--- src/design/ffpra_pkg.sv ---
// Package for the first-fit page region allocator.
// Holds defaults, operation and status codes, the state type and the cell control struct.
// No dependencies.
`default_nettype none
package ffpra_pkg;

    localparam int TABLE_DEPTH_DEF      = 16;
    localparam int PAGE_NUMBER_BITS_DEF = 52;
    localparam int COUNT_BITS           = 32;

    typedef enum logic [1:0] {
        FUNC_INIT  = 2'd0,
        FUNC_ALLOC = 2'd1,
        FUNC_MARK  = 2'd2,
        FUNC_RSVD  = 2'd3
    } func_t;

    typedef enum logic [1:0] {
        ST_OK    = 2'd0,
        ST_NOFIT = 2'd1,
        ST_FULL  = 2'd2
    } status_t;

    typedef enum logic [1:0] {
        S_IDLE,
        S_SEARCH,
        S_APPLY,
        S_OUT
    } state_t;

    typedef struct packed {
        logic search;
        logic is_alloc;
        logic init;
        logic remove;
        logic cut;
        logic split;
    } cell_ctl_t;

endpackage
`default_nettype wire

--- src/design/ffpra_cell.sv ---
// One table cell: holds one free region, compares it against the request and
// updates itself, taking its upper neighbour's entry when the table closes up.
// Depends on ffpra_pkg.
`default_nettype none
module ffpra_cell #(
    parameter int PB = ffpra_pkg::PAGE_NUMBER_BITS_DEF
) (
    input  wire logic                           clk,
    input  wire logic                           rst_n,
    input  wire ffpra_pkg::cell_ctl_t           ctl,
    input  wire logic                           in_use,
    input  wire logic                           head,
    input  wire logic                           sel,
    input  wire logic                           shift,
    input  wire logic                           append,
    input  wire logic [PB-1:0]                  req_base,
    input  wire logic [ffpra_pkg::COUNT_BITS-1:0] req_count,
    input  wire logic [PB-1:0]                  pool_base,
    input  wire logic [ffpra_pkg::COUNT_BITS-1:0] pool_pages,
    input  wire logic [PB-1:0]                  nxt_base,
    input  wire logic [ffpra_pkg::COUNT_BITS-1:0] nxt_pages,
    input  wire logic [ffpra_pkg::COUNT_BITS-1:0] app_pages,
    output logic      [PB-1:0]                  base,
    output logic      [ffpra_pkg::COUNT_BITS-1:0] pages,
    output logic                                hit,
    output logic                                exact,
    output logic      [ffpra_pkg::COUNT_BITS-1:0] rem
);
    localparam int CB = ffpra_pkg::COUNT_BITS;
    localparam int SW = ((PB > CB) ? PB : CB) + 1;

    logic [PB-1:0] base_reg;
    logic [CB-1:0] pages_reg;
    logic          hit_reg;
    logic          exact_reg;
    logic [CB-1:0] rem_reg;
    logic [CB-1:0] lo_reg;
    logic [SW-1:0] nend;
    logic [SW-1:0] rend;
    logic [SW-1:0] cut_sum;
    logic          contain;
    logic          whole;

    always_comb
    begin
        nend    = SW'(base_reg) + SW'(pages_reg);
        rend    = SW'(req_base) + SW'(req_count);
        cut_sum = SW'(base_reg) + SW'(req_count);
        contain = (req_base >= base_reg) && (rend <= nend);
        whole   = (req_base == base_reg) && (rend == nend);
    end

    always_ff @(posedge clk or negedge rst_n)
    begin
        if (!rst_n)
        begin
            hit_reg   <= 1'b0;
            exact_reg <= 1'b0;
        end
        else if (ctl.search)
        begin
            hit_reg   <= in_use && (ctl.is_alloc ? (pages_reg >= req_count) : contain);
            exact_reg <= ctl.is_alloc ? (pages_reg == req_count) : whole;
        end
    end

    always_ff @(posedge clk)
    begin
        if (ctl.search)
        begin
            rem_reg <= CB'(nend - rend);
            lo_reg  <= CB'(SW'(req_base) - SW'(base_reg));
        end
        if (ctl.init && head)
        begin
            base_reg  <= pool_base;
            pages_reg <= pool_pages;
        end
        else if (ctl.remove && shift)
        begin
            base_reg  <= nxt_base;
            pages_reg <= nxt_pages;
        end
        else if (ctl.cut && sel)
        begin
            base_reg  <= cut_sum[PB-1:0];
            pages_reg <= pages_reg - req_count;
        end
        else if (ctl.split && sel)
        begin
            pages_reg <= lo_reg;
        end
        else if (ctl.split && append)
        begin
            base_reg  <= rend[PB-1:0];
            pages_reg <= app_pages;
        end
    end

    assign base  = base_reg;
    assign pages = pages_reg;
    assign hit   = hit_reg;
    assign exact = exact_reg;
    assign rem   = rem_reg;
endmodule
`default_nettype wire

--- config.mk ---
export PLATFORM = sky130hd
export DESIGN_NAME = ffpra_cell
export DESIGN_NICKNAME = d
export VERILOG_FILES = /design/src/design/ffpra_pkg.sv /design/src/design/ffpra_cell.sv
export SDC_FILE = /design/constraint.sdc
export NUM_CORES = 1
export LEC_CHECK = 0
export BUFFER_PORTS_ARGS = -buffer_cell sky130_fd_sc_hd__buf_2
export CORE_MARGIN = 5
export CORE_UTILIZATION = 47
export CTS_BUF_LIST = sky130_fd_sc_hd__clkbuf_4 sky130_fd_sc_hd__clkbuf_8
export CTS_CLUSTER_SIZE = 25
export DETAILED_ROUTE_END_ITERATION = 10
export PLACE_DENSITY = 0.7
export SETUP_SLACK_MARGIN = 0.15
export SLEW_MARGIN = 20
export SYNTH_ARGS = -nofsm -noshare
export SYNTH_HDL_FRONTEND = slang
export SYNTH_SLANG_ARGS = --single-unit
--- constraint.sdc ---
create_clock -name clk -period 11.8 [get_ports clk]
set_input_delay 0.59 -clock clk [delete_from_list [all_inputs] [get_ports clk]]
set_output_delay 0.59 -clock clk [all_outputs]
set_load 0.01 [all_outputs]
==> results by group <==
Yosys
  • Mapped Nets: 2922
  • Top post-synthesis cells by area: edfxtp_1 (23%), ha_1 (17%), xnor2_1 (7.3%)
  • Top FF cell, synth: edfxtp_1
  • EDFF count, synth: 148
  • Fraction of registers with async set/reset: 0.0133
  • Cell count after synthesis: 2355
  • Commonest cells post-synth: ha_1 (264), a21oi_1 (221), inv_1 (202), nand2_1 (184), o21ai_0 (182)
  • Unique masters post-synth: 80
  • Mean Syn Cell Area: 8.18 µm²
  • Largest area contributor in the netlist: edfxtp_1
  • Yosys top cell area share: 0.231
  • Mapped cell area: 19300 µm²
  • Count leader, synth: ha_1
  • Synth Warn #: 0
  • Yosys reg bits: 150
  • Sequential share of the synthesized area: 0.233

Critical path
  • CP peak stage delay: 500 ps
  • CP Cell Sequence: ha_1 -> inv_1 -> fa_1 -> nor2b_1 -> o31a_1 -> o21ai_1 -> a211oi_1 -> o21ai_0 -> a31oi_1 -> nor4_1 -> a21oi_1 -> a31o_2 -> nand2_1 -> or4_1 -> ha_1 -> nand2_1 -> nor3_1 -> nand3_1 -> nor4_1 -> nor4b_1 -> a21oi_1 -> a21oi_1
  • Slowest CP cell: a31oi_1
  • Critical path arrival: 6540 ps
  • CP top delay family: compound AO/OA/AOI/OAI gates
  • Worst setup EP type: register
  • Crit path top cell by count: a21oi_1
  • Critical path buffer and inverter count: 1
  • Critical path peak fanout: 10
  • Critical Path RT: 12300 ps
  • CP Class: reg -> reg
  • Crit start category: register

STA
  • Clk_skew: 23.5 ps
  • Setup_tns: 0 ps
  • Final setup fails: 0
  • Fin crit share: 0.511
  • Fin crit period: 6030 ps
  • RSZ-0062 raised after global routing: no
  • Hold Fails Final Rpt: 0
  • Slew margin rel.: 0.274
  • Final Slew Violations: 0
  • Fmax: 166 MHz
  • Hold Slack: 283 ps
  • Worst-Margin Slew: 1090 ps

Floorplanning
  • Initial Util: 0.474
  • Chip Height: 212 µm
  • Core ar.: 40600 µm²
  • Die Wd: 212 µm
  • Die ar.: 45100 µm²
  • Site row count: 74
  • IO Pins: 415

Clock tree
  • Post-CTS Resized: 0
  • CTS clk-pin slew, worst paths: 90 ps
  • Number of buffers created by CTS: 17
  • Root Buffer: clkbuf_8
  • CTS tree: done
  • Clk_lat worst skew: 590 ps
  • H-Tree Depth: 4
  • Maximum clock insertion buffer count: 2
  • CTS sink cnt: 150

Route
  • Via count: 20688
  • Post-DR vias/cell: 6.29
  • Post-route ant nets: 0
  • DR iter-0 viols: 2468
  • # DRC: 0
  • WL/cell: 25.9 µm
  • Final wirelength: 85100 µm
  • DR pass1 iterations: 6

Placement
  • I/O Buffers: 414
  • Routability cong.: 1.04
  • Placed cell areas: 21900 µm²
  • Detailed Place HPWL: 68900 µm

Finish
  • Fillers: 3958
  • Nets@finish: 3309
  • Final instance area: 22300 µm²
  • Share of layout cells above drive strength 1: 0.183
  • Synth-to-Final Area Change: 16.0%
  • Multi-input combinational cell area: 13800 µm²
  • FF+latch area: 4490 µm²
  • Largest register FFs: 52

Power and ir drop
  • Max VDD drop: 0.000100 V
  • Leakage: 10.4 nW
  • PwrDens: 182 nW/µm²

Global routing
  • M2 GR Usage: 0.563
  • Grt peak-use layer: met2
  • Global-route wire length before repair: 123000 µm
  • Grt total ovfl: 0
  • Grt met1 use: 0.498
  • Vias in the first global route: 19681
  • M3 GR Usage: 0.0885
  • Initial antenna violation count: 4
  • Total GRT Usage: 0.364
  • Largest net degree at the start of global routing: 69

Run status
  • Outcome: finished clean

Flow run
  • Max-cap violations: 0

Worst hold path
  • Hold Path Class: in -> reg
## layout by cell type (no fill, tap or decap), types with 111 or more instances in the layout
cell | synthesis | final
a21o_1 | 111 | 111
a21oi_1 | 221 | 221
buf_2 | 3 | 413
edfxtp_1 | 148 | 148
ha_1 | 264 | 264
inv_1 | 202 | 202
nand2_1 | 184 | 181
nor2_1 | 137 | 136
o21ai_0 | 182 | 180
xnor2_1 | 160 | 160
## power breakdown
group	switching [mW]	internal, mW	leakage (nW)
registers	0.123	0.823	1.50
logic	1.63	1.05	8.72
clock network	0.246	0.190	0.181
## final timing paths
path	start	end	slack, ps	cells past startpoint
min in group asynchronous	rst_n	exact	390	2
max	base[0]	exact	5770	22
min reg2reg	exact	exact	560	2
min	pool_base[10]	base[10]	280	3
max in group asynchronous	rst_n	hit	11310	2
max reg2reg	base[0]	exact	5770	22
## per-stage QoR
step           power [mW]  cells   util  setup slack [ps]
2_1_floorplan        2.69   2355      -              6280
3_3_place_gp         3.54   3254  0.540              5900
3_5_place_dp         3.56   3254  0.540              5750
4_1_cts              4.01   3286  0.549              5860
5_1_grt              4.31   3287  0.549              5350
6_report             4.06   3289  0.549              5770
## tightest hold or removal path: stages
cell	delay (ps)
buf_2	70
nand2_1	30
o21ai_0	60
## per-layer routing
metal | vias up | wire, µm
met5 | - | 42
met4 | 6 | 2990
met3 | 160 | 8300
met2 | 1079 | 37300
met1 | 9934 | 36500
li1 | 9509 | -
## area by class of cell
cell class | count | area share
clock inverter | 12 | 0.00583
clock buffer | 19 | 0.0112
antenna | 3 | 0.000336
sequential | 150 | 0.201
timing repair buffer | 438 | 0.101
tap | 532 | 0.0298
multi-input combinational | 1931 | 0.616
inverter | 204 | 0.0343
## logic make-up (layout without fill, tap and decap cells)
group | Yosys count | count (layout) | synth area share
and+or+nand+nor | 604 | 604 | 0.152
AOI/OAI and AO/OA | 832 | 832 | 0.280
muxes | 4 | 4 | 0.00214
adders and majority gates | 270 | 270 | 0.178
other | 0 | 3 | 0
xor gates and xnor gates | 221 | 221 | 0.101
DFF | 150 | 150 | 0.233
buffers and inverters | 274 | 673 | 0.0536
## what timing repair did
item                      4_1_cts  5_1_grt
hold endpoints to repair        2        0
hold buffers                    1        0
setup buffers                   0        0
Power figures use the tool's default switching activity.
